<file path="src/hw/rtl/ttce_pkg.sv">
// shared types and constants for the text terminal cursor engine
package ttce_pkg;

    // field widths
    localparam int COL_W  = 7;
    localparam int ROW_W  = 5;
    localparam int CHAR_W = 8;
    localparam int ATTR_W = 8;
    localparam int FUNC_W = 2;
    localparam int TAB_W  = 4;

    // default screen geometry
    localparam int DEF_COLS = 80;
    localparam int DEF_ROWS = 25;

    // attribute after reset
    localparam logic [ATTR_W-1:0] ATTR_RESET = 8'h07;

    // tab stop spacing
    localparam logic [TAB_W-1:0] TAB_STOP = 4'd8;

    // operation codes
    localparam logic [FUNC_W-1:0] FUNC_PUT   = 2'd0;
    localparam logic [FUNC_W-1:0] FUNC_CLEAR = 2'd1;
    localparam logic [FUNC_W-1:0] FUNC_SETPOS = 2'd2;

    // control characters
    localparam logic [CHAR_W-1:0] CH_BS    = 8'd8;
    localparam logic [CHAR_W-1:0] CH_TAB   = 8'd9;
    localparam logic [CHAR_W-1:0] CH_LF    = 8'd10;
    localparam logic [CHAR_W-1:0] CH_CR    = 8'd13;
    localparam logic [CHAR_W-1:0] CH_SPACE = 8'h20;

    // input beat
    typedef struct packed {
        logic [FUNC_W-1:0] func;
        logic [CHAR_W-1:0] char_code;
        logic [COL_W-1:0]  new_col;
        logic [ROW_W-1:0]  new_row;
    } t_in_item;

    // output beat
    typedef struct packed {
        logic              write_cell;
        logic [COL_W-1:0]  cell_col;
        logic [ROW_W-1:0]  cell_row;
        logic [CHAR_W-1:0] cell_char;
        logic [ATTR_W-1:0] cell_attr;
        logic              scroll_after;
        logic              clear_screen;
        logic [COL_W-1:0]  cursor_col;
        logic [ROW_W-1:0]  cursor_row;
        logic              last;
    } t_out_item;

    // controller to datapath
    typedef struct packed {
        logic load_in;
        logic step;
    } t_ctrl_cmd;

    // datapath to controller
    typedef struct packed {
        logic has_res;
        logic out_last;
    } t_dp_status;

    // controller states
    typedef enum logic [3:0] {
        S_IDLE = 4'b0001,
        S_STEP = 4'b0010,
        S_HOLD = 4'b0100,
        S_PEND = 4'b1000
    } t_state;

endpackage

</file>
<file path="src/hw/rtl/ttce_ctrl.sv">
// controller state machine for the text terminal cursor engine
module ttce_ctrl (
    input  logic               i_clk,
    input  logic               i_rst_n,
    input  logic               i_in_valid,
    output logic               o_in_ready,
    output logic               o_out_valid,
    input  logic               i_out_ready,
    input  ttce_pkg::t_dp_status i_status,
    output ttce_pkg::t_ctrl_cmd  o_cmd
);
    import ttce_pkg::*;

    t_state r_state;
    t_state n_state;

    // state register
    always_ff @(posedge i_clk) begin
        if (!i_rst_n) begin
            r_state <= S_IDLE;
        end else begin
            r_state <= n_state;
        end
    end

    // next state and commands
    always_comb begin
        n_state       = r_state;
        o_in_ready    = 1'b0;
        o_out_valid   = 1'b0;
        o_cmd.load_in = 1'b0;
        o_cmd.step    = 1'b0;
        case (r_state)
            S_IDLE: begin
                o_in_ready = 1'b1;
                if (i_in_valid) begin
                    o_cmd.load_in = 1'b1;
                    n_state       = S_STEP;
                end
            end
            S_STEP: begin
                o_cmd.step = 1'b1;
                n_state    = i_status.has_res ? S_HOLD : S_IDLE;
            end
            S_HOLD: begin
                o_out_valid = 1'b1;
                o_in_ready  = i_status.out_last;
                o_cmd.load_in = i_status.out_last & i_in_valid;
                if (i_out_ready) begin
                    if (!i_status.out_last || i_in_valid) begin
                        n_state = S_STEP;
                    end else begin
                        n_state = S_IDLE;
                    end
                end else if (i_status.out_last && i_in_valid) begin
                    n_state = S_PEND;
                end
            end
            S_PEND: begin
                o_out_valid = 1'b1;
                if (i_out_ready) begin
                    n_state = S_STEP;
                end
            end
            default: begin
                n_state = S_IDLE;
            end
        endcase
    end

endmodule

</file>
<file path="src/hw/rtl/ttce_datapath.sv">
// cursor state, input holding register and result register
module ttce_datapath #(
    parameter int COLS = ttce_pkg::DEF_COLS,
    parameter int ROWS = ttce_pkg::DEF_ROWS
) (
    input  logic                  i_clk,
    input  logic                  i_rst_n,
    input  ttce_pkg::t_in_item    i_in_item,
    input  logic                  i_cfg_we,
    input  logic [7:0]            i_cfg_data,
    input  ttce_pkg::t_ctrl_cmd   i_cmd,
    output ttce_pkg::t_dp_status  o_status,
    output ttce_pkg::t_out_item   o_out_item
);
    import ttce_pkg::*;

    localparam logic [COL_W-1:0] LAST_COL = COL_W'(COLS - 1);
    localparam logic [ROW_W-1:0] LAST_ROW = ROW_W'(ROWS - 1);

    t_in_item          r_in;
    logic [COL_W-1:0]  r_col;
    logic [ROW_W-1:0]  r_row;
    logic [ATTR_W-1:0] r_attr;
    logic [TAB_W-1:0]  r_tab;
    t_out_item         r_out;

    logic [COL_W-1:0]  n_col;
    logic [ROW_W-1:0]  n_row;
    logic [TAB_W-1:0]  n_tab;
    t_out_item         n_out;
    logic              has_res;

    // one result from the held operation and the current cursor
    always_comb begin
        n_col   = r_col;
        n_row   = r_row;
        n_tab   = r_tab;
        has_res = 1'b1;
        n_out   = '0;
        n_out.cell_attr = r_attr;
        n_out.last      = 1'b1;
        case (r_in.func)
            FUNC_CLEAR: begin
                n_col = '0;
                n_row = '0;
                n_out.clear_screen = 1'b1;
            end
            FUNC_SETPOS: begin
                n_col = (r_in.new_col > LAST_COL) ? LAST_COL : r_in.new_col;
                n_row = (r_in.new_row > LAST_ROW) ? LAST_ROW : r_in.new_row;
            end
            FUNC_PUT: begin
                case (r_in.char_code)
                    CH_LF: begin
                        n_col = '0;
                        if (r_row >= LAST_ROW) begin
                            n_row = LAST_ROW;
                            n_out.scroll_after = 1'b1;
                        end else begin
                            n_row = r_row + 1'b1;
                        end
                    end
                    CH_CR: begin
                        n_col = '0;
                    end
                    CH_BS: begin
                        if (r_col != '0) begin
                            n_col = r_col - 1'b1;
                            n_out.write_cell = 1'b1;
                            n_out.cell_col   = r_col - 1'b1;
                            n_out.cell_row   = r_row;
                            n_out.cell_char  = CH_SPACE;
                        end else begin
                            has_res = 1'b0;
                        end
                    end
                    default: begin
                        // any other byte or one space of a tab
                        n_out.write_cell = 1'b1;
                        n_out.cell_col   = r_col;
                        n_out.cell_row   = r_row;
                        if (r_in.char_code == CH_TAB) begin
                            n_out.cell_char = CH_SPACE;
                            n_tab           = r_tab - 1'b1;
                            n_out.last      = (r_tab == TAB_W'(1));
                        end else begin
                            n_out.cell_char = r_in.char_code;
                        end
                        if (r_col >= LAST_COL) begin
                            n_col = '0;
                            if (r_row >= LAST_ROW) begin
                                n_row = LAST_ROW;
                                n_out.scroll_after = 1'b1;
                            end else begin
                                n_row = r_row + 1'b1;
                            end
                        end else begin
                            n_col = r_col + 1'b1;
                        end
                    end
                endcase
            end
            default: begin
                has_res = 1'b0;
            end
        endcase
        n_out.cursor_col = n_col;
        n_out.cursor_row = n_row;
    end

    // cursor, tab count and attribute
    always_ff @(posedge i_clk) begin
        if (!i_rst_n) begin
            r_col  <= '0;
            r_row  <= '0;
            r_attr <= ATTR_RESET;
            r_tab  <= '0;
        end else begin
            if (i_cfg_we) begin
                r_attr <= i_cfg_data;
            end
            if (i_cmd.load_in) begin
                r_tab <= TAB_STOP - {1'b0, r_col[2:0]};
            end else if (i_cmd.step && has_res) begin
                r_tab <= n_tab;
            end
            if (i_cmd.step && has_res) begin
                r_col <= n_col;
                r_row <= n_row;
            end
        end
    end

    // input beat and result registers
    always_ff @(posedge i_clk) begin
        if (i_cmd.load_in) begin
            r_in <= i_in_item;
        end
        if (i_cmd.step && has_res) begin
            r_out <= n_out;
        end
    end

    assign o_status.has_res  = has_res;
    assign o_status.out_last = r_out.last;
    assign o_out_item        = r_out;

endmodule

</file>
<file path="src/hw/rtl/text_terminal_cursor_engine.sv">
// top level of the text terminal cursor engine
//
// Input channel (i_in_valid / o_in_ready, i_in_item) takes one operation per
// beat: put a character, clear the screen or set the cursor position.
// Output channel (o_out_valid / i_out_ready, o_out_item) gives frame-store
// commands: one cell write, a scroll-up flag, a clear flag, the cursor after
// the command and a last flag on the final beat of each operation.
// The input beat is registered; the controller then computes the result in its
// step state, registers it and offers it in the hold state. One result is given
// per step/hold loop of the controller; a tab gives one to eight results.
// Operations with no result (backspace at column zero, unused code) give no
// output beat and return to idle.
// The next input beat is taken while the last result of the previous one is
// still held, so a new operation is taken before the previous one is through.
// A stalled output holds its beat; while it waits at most one more input beat
// is taken, and only when the held beat is the last of its operation.
// i_cfg_we writes the attribute byte; write it only while the block is idle.
// Reset (synchronous, active low) puts the cursor at column 0, row 0 and the
// attribute at 0x07, and drops any operation in flight.
module text_terminal_cursor_engine #(
    parameter int COLS = ttce_pkg::DEF_COLS,
    parameter int ROWS = ttce_pkg::DEF_ROWS
) (
    input  logic                i_clk,
    input  logic                i_rst_n,
    input  logic                i_in_valid,
    output logic                o_in_ready,
    input  ttce_pkg::t_in_item  i_in_item,
    output logic                o_out_valid,
    input  logic                i_out_ready,
    output ttce_pkg::t_out_item o_out_item,
    input  logic                i_cfg_we,
    input  logic [7:0]          i_cfg_data
);
    import ttce_pkg::*;

    t_ctrl_cmd  cmd;
    t_dp_status status;

    // sequencing
    ttce_ctrl u_ctrl (
        .i_clk       (i_clk),
        .i_rst_n     (i_rst_n),
        .i_in_valid  (i_in_valid),
        .o_in_ready  (o_in_ready),
        .o_out_valid (o_out_valid),
        .i_out_ready (i_out_ready),
        .i_status    (status),
        .o_cmd       (cmd)
    );

    // cursor arithmetic and result register
    ttce_datapath #(
        .COLS (COLS),
        .ROWS (ROWS)
    ) u_datapath (
        .i_clk      (i_clk),
        .i_rst_n    (i_rst_n),
        .i_in_item  (i_in_item),
        .i_cfg_we   (i_cfg_we),
        .i_cfg_data (i_cfg_data),
        .i_cmd      (cmd),
        .o_status   (status),
        .o_out_item (o_out_item)
    );

endmodule

</file>
<file path="config.mk">
export PLATFORM = sky130hd
export DESIGN_NAME = text_terminal_cursor_engine
export DESIGN_NICKNAME = d
export VERILOG_FILES = /design/src/hw/rtl/ttce_pkg.sv /design/src/hw/rtl/ttce_ctrl.sv /design/src/hw/rtl/ttce_datapath.sv /design/src/hw/rtl/text_terminal_cursor_engine.sv
export SDC_FILE = /design/constraint.sdc
export NUM_CORES = 1
export LEC_CHECK = 0
export BUFFER_PORTS_ARGS = -buffer_cell sky130_fd_sc_hd__buf_2
export CORE_MARGIN = 5
export CORE_UTILIZATION = 50
export CTS_BUF_LIST = sky130_fd_sc_hd__clkbuf_4
export CTS_CLUSTER_DIAMETER = 150
export DETAILED_ROUTE_END_ITERATION = 10
export HOLD_SLACK_MARGIN = 0.08
export PLACE_DENSITY = 0.72
export SETUP_SLACK_MARGIN = 0.3
export SLEW_MARGIN = 0
export SYNTH_ARGS = -nofsm -noshare
export SYNTH_HDL_FRONTEND = slang
export SYNTH_HIERARCHICAL = 1
export SYNTH_SLANG_ARGS = --single-unit
</file>
<file path="constraint.sdc">
create_clock -name i_clk -period 3 [get_ports i_clk]
set_input_delay 0.15 -clock i_clk [delete_from_list [all_inputs] [get_ports i_clk]]
set_output_delay 0.15 -clock i_clk [all_outputs]
set_load 0.03 [all_outputs]
</file>
==> results of run 1 <==
## logic make-up after synthesis
kind of cell | after synthesis | share of synthesized area [%]
AO/OA/AOI/OAI | 109 | 16.0
XOR/XNOR | 8 | 1.51
adder cells (fa/ha/maj) | 11 | 2.98
buffers and inverters | 46 | 4.84
flip-flops | 94 | 55.0
multiplexers | 10 | 2.16
AND/OR/NAND/NOR | 131 | 17.5
## state kept, by name, indices dropped and copies added (netlist names)
register and cells:
u_datapath/r_attr 8, u_datapath/r_in 22, u_datapath/o_out_item 44, u_datapath/r_tab 4
u_datapath/r_col 7, u_datapath/r_row 5, u_ctrl/r_state 4
## synthesized netlist by cell type, types with 3 or more instances
master	n	area share (%)
a21boi_0	3	0.49
a31oi_1	11	1.5
edfxtp_1	66	43
o211ai_1	3	0.49
nand2_1	19	1.5
nor2b_1	8	1.1
buf_2	5	0.54
clkbuf_1	13	1.1
nor3b_2	4	1.1
nor3_1	7	0.76
nor3b_1	3	0.49
dfxtp_1	28	12
and3_1	7	0.95
mux2i_1	10	2.2
nand3_1	14	1.5
o211a_1	3	0.65
nand4_1	3	0.41
inv_1	19	1.5
nor2_1	29	2.4
buf_6	4	0.97
buf_4	4	0.65
o21ai_0	25	2.7
nand3b_1	3	0.49
and2_1	9	1.2
xnor2_1	6	1.1
a22oi_1	3	0.49
o22ai_1	4	0.54
ha_1	11	3.0
a21oi_1	28	3.0
## stage by stage
stage | cell area, µm² | util [%] | instances | worst slack, ns
after floorplan | 4630 | - | 409 | 0.474
after global placement | 5080 | 55.8 | 580 | 0.713
after detailed placement | 5080 | 55.8 | 580 | 0.599
after CTS | 5580 | 61.3 | 630 | 0.589
after global routing | 5590 | 61.4 | 631 | 0.375
final | 5590 | 61.4 | 631 | 0.526
## layout make-up
cell class / instances / share of cell area [%]
flip-flops and latches: 94 / 45.5
multi-input cells: 269 / 33.4
repair buffers: 122 / 14.6
well taps: 111 / 2.48
clock inverters: 7 / 1.57
inverters: 19 / 1.28
clock buffers: 9 / 1.21
## cells in the final DEF, fill, tap and decap left out, drive strengths merged, types with 15 or more instances in the layout
cell,count
nand3,15
dfxtp,28
o21ai,27
dlygate4sd3,35
inv,23
buf,87
edfxtp,66
nor2,30
a21oi,28
nand2,19
## critical path, cell delays in order, from the launching register on
cell and delay (ns):
dfxtp_1 0.40, inv_1 0.21, ha_1 0.24, nor4b_2 0.32, nand2_1 0.28, nand2_1 0.31
o211ai_1 0.14, a221oi_2 0.30, a21oi_1 0.07
## timing repair
action                                 in CTS  in global routing
buffers inserted                            0                  0
endpoints found under the hold margin      31                  1
hold buffers                               34                  1
## how the worst max path moves through the flow
stage | from | end | slack (ns) | depth (start not counted)
after floorplan | u_datapath/o_out_item[0] | u_datapath/r_tab[1] | 0.47 | 7
after global placement | u_datapath/r_col[0] | u_datapath/o_out_item[12] | 0.71 | 8
after detailed placement | u_datapath/r_col[0] | u_datapath/o_out_item[12] | 0.60 | 8
after CTS | u_datapath/r_col[0] | u_datapath/o_out_item[6] | 0.59 | 9
after global routing | u_datapath/r_col[0] | u_datapath/o_out_item[12] | 0.38 | 8
final | u_datapath/r_col[0] | u_datapath/o_out_item[12] | 0.53 | 8
## per-layer routing
metal / share of wire, % / wire length [µm]
met3: 6.4 / 660
met1: 41 / 4220
met4: 2.3 / 238
met2: 50 / 5200
met5: 0 / 0
## power breakdown
part / internal, mW / switching (mW) / total, mW / leakage, nW
Sequential: 1.49 / 0.0787 / 1.57 / 0.851
Clock: 0.275 / 0.461 / 0.736 / 0.0849
Combinational: 0.225 / 0.326 / 0.551 / 1.20
==> impl_metrics.json, run 1 <==
{
  "clockBufferDepth": 2,
  "antenna_left": 0,
  "final_hold_viol_count": 0,
  "cts.sinks": 94,
  "avgRoutedWirePerCell_um": 16.4,
  "critPathKind": "reg -> reg",
  "hold-path-endpoint": "u_datapath/r_attr[4]",
  "synth_cell_type_count": 74,
  "coreArea_um2": 9110,
  "finalCritPeriodShare_pct": 82.5,
  "netlist_instances": 409,
  "path_clk_slew_ns": 0.16,
  "cp.required_ns": 3.21,
  "p_per_area_nw_per_um2": 512,
  "peakVddDrop_v": 0.000281,
  "cts_buffers": 9,
  "antenna_found_initial": 0,
  "p_leak_nw": 2.14,
  "met2_usage_pct": 32.9,
  "nets": 561,
  "async_flop_share_pct": 0,
  "track_usage_pct": 18.8,
  "synth_nets": 455,
  "clock_skew_ns": 0.0159,
  "initial_core_util_pct": 50.8,
  "grt_busiest_layer": "met2",
  "timing.hold.ws_ns": 0.129,
  "vias": 3621,
  "critPathMaxFanout": 9,
  "cts.repair.resized": 0,
  "status": "completed",
  "grt_pass1_wl_mm": 17.0,
  "grt_max_degree": 39,
  "finalSetupTns_ns": 0,
  "via_per_inst": 5.74,
  "reg2reg_to": "u_datapath/o_out_item[12]",
  "rr_worst_depth": 8,
  "multi_input_area_um2": 1870,
  "h-tree-depth": 3,
  "grt_pass1_vias": 3493,
  "cap_violations": 0,
  "r2r-start": "u_datapath/r_col[0]",
  "fillers": 742,
  "hpwlAfterDp_mm": 7.10,
  "io_buffers": 80,
  "ys_ff_latch": 94,
  "rsz0062_at_grt": "false",
  "cts_tree": "done",
  "min_period_ns": 2.47,
  "worstMarginPinSlew_ns": 0.618,
  "p_total_mw": 2.86,
  "yosysWarnings": 6,
  "n_antenna_cell": 0,
  "clkLatencyLatePin_ns": 0.44,
  "syn_to_final_growth_pct": 20.8,
  "gp_congestion": 0.945,
  "die_w_um": 106,
  "syn_avg_cell_area_um2": 11.3,
  "end_kind": "flip-flop",
  "ys.flop_type": "edfxtp_1",
  "firstDrtPassIters": 5,
  "slew_viol_final": 0,
  "drcViolationCount": 0,
  "die_area_um2": 11300,
  "clk_root_buffer_cell": "clkbuf_4",
  "worstHoldPathType": "in -> reg",
  "use_met1_pct": 23.1,
  "synth_area_um2": 4630,
  "r2r_slack_ns": 0.53,
  "fmax_mhz": 404,
  "final-seq-area_um2": 2540,
  "crit_arrival_ns": 2.69,
  "drt_wl_total_mm": 10.3,
  "slew_headroom_pct": 58.7,
  "drt-initial-drc-count": 223,
  "ys_seq_area_share_pct": 55.0,
  "setup_violations": 0,
  "final_layout_size_suffix_gt1_share_pct": 24.2,
  "whs_path_depth": 3,
  "synth-edff-count": 66,
  "grt_overflow": 0,
  "die_y_um": 106,
  "holdCritStartpoint": "i_cfg_we",
  "pin_count": 81,
  "crit_path_start_kind": "flip-flop",
  "rows": 35,
  "use_met3_pct": 3.64
}
No activity file was read; power rests on OpenSTA's default activity.
==> run 2, diff against run 1 <==
==> constraint.sdc (replaced) <==
create_clock -name i_clk -period 2.4 [get_ports i_clk]
set_input_delay 0.12 -clock i_clk [delete_from_list [all_inputs] [get_ports i_clk]]
set_output_delay 0.12 -clock i_clk [all_outputs]
set_load 0.03 [all_outputs]
==> run 2 against run 1 <==
Net effect:
- first-iteration DRC count rose by 2.2%
- wire length rose by 14%
- combinational power rose by 60%
- worst setup slack got worse by 0.34 ns
- sequential share of layout area fell by 3.8 points
- critical path type unchanged
- highest routed layer unchanged
==> impl_metrics.json, run 2 (synthesis gave the netlist of run 1 again) <==
{
  "whs_path_depth": 3,
  "dp_cells": 587,
  "clk_root_buffer_cell": "clkbuf_4",
  "end_kind": "flip-flop",
  "coreArea_um2": 9110,
  "r2r_slack_ns": 0.19,
  "seq_power_share_pct": 53.1,
  "grt_overflow": 0,
  "peakVddDrop_v": 0.000356,
  "min_period_ns": 2.21,
  "die_y_um": 106,
  "cts_buffers": 9,
  "nets": 597,
  "syn_to_final_growth_pct": 32.1,
  "cp.required_ns": 2.60,
  "p_leak_nw": 2.37,
  "h-tree-depth": 3,
  "rr_worst_depth": 9,
  "die_area_um2": 11300,
  "worstHoldPathType": "in -> reg",
  "track_usage_pct": 20.5,
  "initial_core_util_pct": 50.8,
  "r2r-start": "u_datapath/r_col[1]",
  "grt_pass1_vias": 3613,
  "gp_congestion": 0.955,
  "finalNonFillerCells": 667,
  "clkLatencyLatePin_ns": 0.46,
  "fin_util_pct": 67.1,
  "grt_max_degree": 47,
  "crit_path_start_kind": "flip-flop",
  "die_w_um": 106,
  "clockBufferDepth": 2,
  "slew_viol_final": 0,
  "final_hold_viol_count": 0,
  "rsz0062_at_grt": "true",
  "path_clk_slew_ns": 0.18,
  "drt-initial-drc-count": 228,
  "cts_tree": "done",
  "finalCritPeriodShare_pct": 92.1,
  "holdCritStartpoint": "i_cfg_we",
  "switching_power_mw": 1.19,
  "p_total_mw": 3.70,
  "rows": 35,
  "fmax_mhz": 452,
  "p_clk_share_pct": 23.2,
  "worstMarginPinSlew_ns": 0.513,
  "reg2reg_to": "u_datapath/o_out_item[9]",
  "hpwlAfterDp_mm": 7.48,
  "antenna_left": 0,
  "antenna_found_initial": 0,
  "grt_pass1_wl_mm": 18.3,
  "drcViolationCount": 0,
  "status": "completed",
  "clock_skew_ns": 0.0343,
  "hold-path-endpoint": "u_datapath/r_attr[4]",
  "drt_wl_total_mm": 11.7,
  "cap_violations": 0,
  "crit_arrival_ns": 2.42,
  "cts.sinks": 94,
  "critPathMaxFanout": 6,
  "p_per_area_nw_per_um2": 606,
  "layout_common_cells": "buf_2, edfxtp_1, dlygate4sd3_1",
  "final_layout_size_suffix_gt1_share_pct": 34.9,
  "via_per_inst": 5.69,
  "io_buffers": 80,
  "swShare_pct": 32.2,
  "largest_register_ff_count": 44,
  "setup_violations": 0,
  "vias": 3795,
  "pwr-share-comb_pct": 23.7,
  "critPathKind": "reg -> reg",
  "power.internal_mw": 2.51,
  "n_antenna_cell": 0,
  "finalSetupTns_ns": 0,
  "pin_count": 81,
  "final_common_cell": "buf_2",
  "firstDrtPassIters": 5,
  "avgRoutedWirePerCell_um": 17.6,
  "slew_headroom_pct": 65.5
}
-- run 2: through the flow --
stage               worst slack (ns)  instance area [µm²]  hold WS (ns)
detailed placement             0.107                 5150         0.298
global route                   0.104                 6110        0.0845
CTS                            0.233                 5880        0.0818
finish                         0.189                 6110        0.0692
floorplan                      0.295                 4650         0.219
global placement               0.156                 5150         0.296
-- run 2: power by group through the flow --
stage          registers [mW]  clock network, mW  logic, mW
6_report                 1.96              0.857      0.879
5_1_grt                  1.98              0.949      0.948
4_1_cts                  1.96              0.873      0.794
3_5_place_dp             1.99                  0      0.673
3_3_place_gp             1.99                  0      0.664
2_1_floorplan            2.00                  0      0.482
-- run 2: layout make-up --
class | count | area [µm²]
Clock buffer | 9 | 67.6
Clock inverter | 7 | 73.8
Fill cell | 694 | 3000
Inverter | 19 | 73.8
Multi-Input combinational cell | 269 | 2060
Sequential cell | 94 | 2550
Tap cell | 111 | 139
Timing Repair Buffer | 158 | 1150
-- run 2: worst max-delay path by stage --
stage                         from                        end  cells after the start
3_3_place_gp   u_datapath/r_col[1]   u_datapath/o_out_item[9]                      8
6_report       u_datapath/r_col[1]   u_datapath/o_out_item[9]                      9
3_5_place_dp   u_datapath/r_col[1]  u_datapath/o_out_item[12]                      8
5_1_grt        u_datapath/r_col[0]  u_datapath/o_out_item[12]                      7
4_1_cts        u_datapath/r_in[16]  u_datapath/o_out_item[12]                      6
2_1_floorplan  u_datapath/r_col[1]          u_ctrl/r_state[0]                     10
-- run 2: layer usage --
layer | up-vias | track usage, % | share of wire, %
met2 | 136 | 33.1 | 49
met1 | 1826 | 27.7 | 42
met5 | - | 0 | 0
li1 | 1808 | - | -
met4 | 0 | 6.48 | 2.1
met3 | 25 | 4.01 | 6.1
-- run 2: what timing repair did --
action | in CTS | in global routing
setup buffers | 13 | 9
gates resized for setup | 23 | 34
pin swaps | 10 | 16
setup endpoints to repair | 31 | 55
cloned | 0 | 1
hold endpoints to repair | 36 | 0
hold buffers | 41 | 0
-- run 2: critical path: stages (launching register included) --
cell and delay (ns):
dfxtp_2 0.36, inv_2 0.10, ha_2 0.20, nor4b_4 0.25
buf_4 0.18, nand2_4 0.08, a31oi_1 0.29, o21ai_1 0.14
a211oi_2 0.28, a21oi_1 0.09
==> run 3, diff against run 2 <==
--- a/config.mk
+++ b/config.mk
@@ -5,6 +5,7 @@
 export SDC_FILE = /design/constraint.sdc
 export NUM_CORES = 1
 export LEC_CHECK = 0
+export ABC_AREA = 1
 export BUFFER_PORTS_ARGS = -buffer_cell sky130_fd_sc_hd__buf_2
 export CORE_MARGIN = 5
 export CORE_UTILIZATION = 50
@@ -14,6 +15,7 @@
 export HOLD_SLACK_MARGIN = 0.08
 export PLACE_DENSITY = 0.72
 export SETUP_SLACK_MARGIN = 0.3
+export SKIP_LAST_GASP = 1
 export SLEW_MARGIN = 0
 export SYNTH_ARGS = -nofsm -noshare
 export SYNTH_HDL_FRONTEND = slang
==> run 3 against run 2 <==
Net effect:
- clock power grew 9.1%
- synthesized area grew 2.0%
- clock skew shrank 0.0099 ns
- combinational power grew 97%
- die area grew 1.8%
- worst setup slack gained 0.16 ns
==> impl_metrics.json, run 3 <==
{
  "status": "completed",
  "largest_register_ff_count": 44,
  "cp.required_ns": 2.77,
  "rows": 35,
  "cts.sinks": 94,
  "synth.most_common_cell": "nand2_1",
  "drt_wl_total_mm": 11.2,
  "power.internal_mw": 2.97,
  "cts_buffers": 9,
  "io_buffers": 80,
  "ys.flop_type": "edfxtp_1",
  "slew_viol_final": 0,
  "crit_chain": "inv_2 -> ha_1 -> nand2_1 -> nor2_2 -> inv_2 -> ha_1 -> o31ai_2 -> nand3_1 -> nand2_1 -> nand2_1 -> a21oi_1",
  "antenna_found_initial": 1,
  "synth_nets": 584,
  "ys_top_cells_by_area": "edfxtp_1, dfxtp_1, nand2_1",
  "peakVddDrop_v": 0.000519,
  "grt_max_degree": 69,
  "cap_violations": 0,
  "nets": 707,
  "seq_power_share_pct": 45.3,
  "initial_core_util_pct": 51.0,
  "p_total_mw": 4.87,
  "timing.hold.ws_ns": 0.103,
  "grt_pass1_wl_mm": 18.0,
  "worstHoldPathType": "in -> reg",
  "clk_root_buffer_cell": "clkbuf_4",
  "clock_skew_ns": 0.0244,
  "netlist_instances": 538,
  "ys_ff_latch": 94,
  "crit_arrival_ns": 2.42,
  "fmax_mhz": 488,
  "min_period_ns": 2.05,
  "syn_to_final_growth_pct": 23.8,
  "pwr-share-comb_pct": 35.5,
  "dp_cells": 736,
  "clkLatencyLatePin_ns": 0.44,
  "switching_power_mw": 1.90,
  "grt_overflow": 0,
  "swShare_pct": 39.1,
  "p_clk_share_pct": 19.2,
  "syn_avg_cell_area_um2": 8.77,
  "h-tree-depth": 3,
  "synthTopCellsByCount": "nand2_1, edfxtp_1, inv_1",
  "path_clk_slew_ns": 0.16,
  "final_layout_size_suffix_gt1_share_pct": 22.1,
  "clockBufferDepth": 2,
  "critPathSlowestCell": "dfxtp_2",
  "vias": 4078,
  "drcViolationCount": 0,
  "rsz0062_at_grt": "true",
  "r2r_slack_ns": 0.35,
  "via_per_inst": 5.12,
  "finalSetupTns_ns": 0,
  "path_delay_family": "simple AND/OR/NAND/NOR gates",
  "setup_violations": 0,
  "die_y_um": 107,
  "critPathMaxStageDelay_ns": 0.40,
  "die_w_um": 107,
  "synth-edff-count": 66,
  "die_area_um2": 11500,
  "antenna_left": 0,
  "critPathMaxFanout": 7,
  "final_common_cell": "nand2_1",
  "yosysWarnings": 6,
  "pin_count": 81,
  "final_hold_viol_count": 0,
  "critPathKind": "reg -> reg",
  "async_flop_share_pct": 0,
  "end_kind": "flip-flop",
  "synth_area_leader_cell": "edfxtp_1",
  "worstMarginPinSlew_ns": 0.555,
  "synth_cell_type_count": 34,
  "path_buf_inv": 2,
  "hpwlAfterDp_mm": 7.61,
  "crit_path_start_kind": "flip-flop",
  "finalNonFillerCells": 796,
  "gp_congestion": 0.915,
  "p_per_area_nw_per_um2": 833,
  "finalCritPeriodShare_pct": 85.4,
  "track_usage_pct": 19.8,
  "drt-initial-drc-count": 377,
  "slew_headroom_pct": 62.9,
  "avgRoutedWirePerCell_um": 14.1,
  "synth_top_area_share_pct": 42.0,
  "synth_area_um2": 4720,
  "crit_top_cell": "nand2_1",
  "ys_seq_area_share_pct": 53.9,
  "p_leak_nw": 2.64,
  "fin_util_pct": 63.2,
  "firstDrtPassIters": 7,
  "cts_tree": "done",
  "coreArea_um2": 9240,
  "layout_common_cells": "nand2_1, buf_2, edfxtp_1",
  "grt_pass1_vias": 3794
}
[run 3: layer usage]
layer	GRT usage [%]	share of wire [%]
met5	0	0
met1	25.9	42
met2	32.4	48
met4	6.58	0.88
met3	4.70	9.1
[run 3: power groups by stage]
stage,sequential (mW),combinational (mW),clock (mW)
final,2.20,1.73,0.935
after global routing,2.24,1.92,1.02
after CTS,2.20,1.68,0.947
after detailed placement,2.23,1.62,0
after global placement,2.23,1.58,0
after floorplan,2.28,1.17,0
[run 3: cell families after synthesis]
family / Yosys count / synth area share, %
flip-flops: 94 / 53.9
adder cells (fa/ha/maj): 11 / 2.92
XOR/XNOR: 8 / 1.49
AND/OR/NAND/NOR: 271 / 26.1
buffers and inverters: 83 / 7.45
AO/OA/AOI/OAI: 71 / 8.12
[run 3: repair_timing]
item	CTS	global route
hold endpoints to repair	33	0
resized for setup	0	11
buffers inserted	0	4
hold buffers	39	0
setup endpoints to repair	0	64
[run 3: path summary, 6_finish.rpt]
kind                         from                         to  cells after the start
min reg2reg  u_datapath/r_attr[5]  u_datapath/o_out_item[20]                      0
max reg2reg   u_datapath/r_col[0]        u_datapath/r_col[0]                     11
min                       i_rst_n       u_datapath/r_attr[0]                      2
max           u_datapath/r_col[0]        u_datapath/r_col[0]                     11
[run 3: worst register-to-register path, delay by kind of cell, from the launching register on]
| kind | cells | cell delay [ns] |
|---|---|---|
| buffers and inverters | 2 | 0.20 |
| AND/OR/NAND/NOR | 5 | 0.52 |
| flip-flops | 1 | 0.40 |
| AO/OA/AOI/OAI | 2 | 0.38 |
| adder cells (fa/ha/maj) | 2 | 0.49 |
[run 3: final cells by class]
type	count	area (µm²)
diodes	1	2.50
clock buffers	9	67.6
clock inverters	7	86.3
fillers	793	3400
inverters	68	258
multi-input cells	361	1850
flip-flops and latches	94	2550
well taps	129	161
repair buffers	127	871
[run 3: through the flow]
stage | setup slack, ns | instance area (µm²)
final | 0.351 | 5840
after global routing | 0.226 | 5840
after CTS | 0.338 | 5780
after detailed placement | 0.378 | 5240
after global placement | 0.399 | 5240
after floorplan | 0.428 | 4730
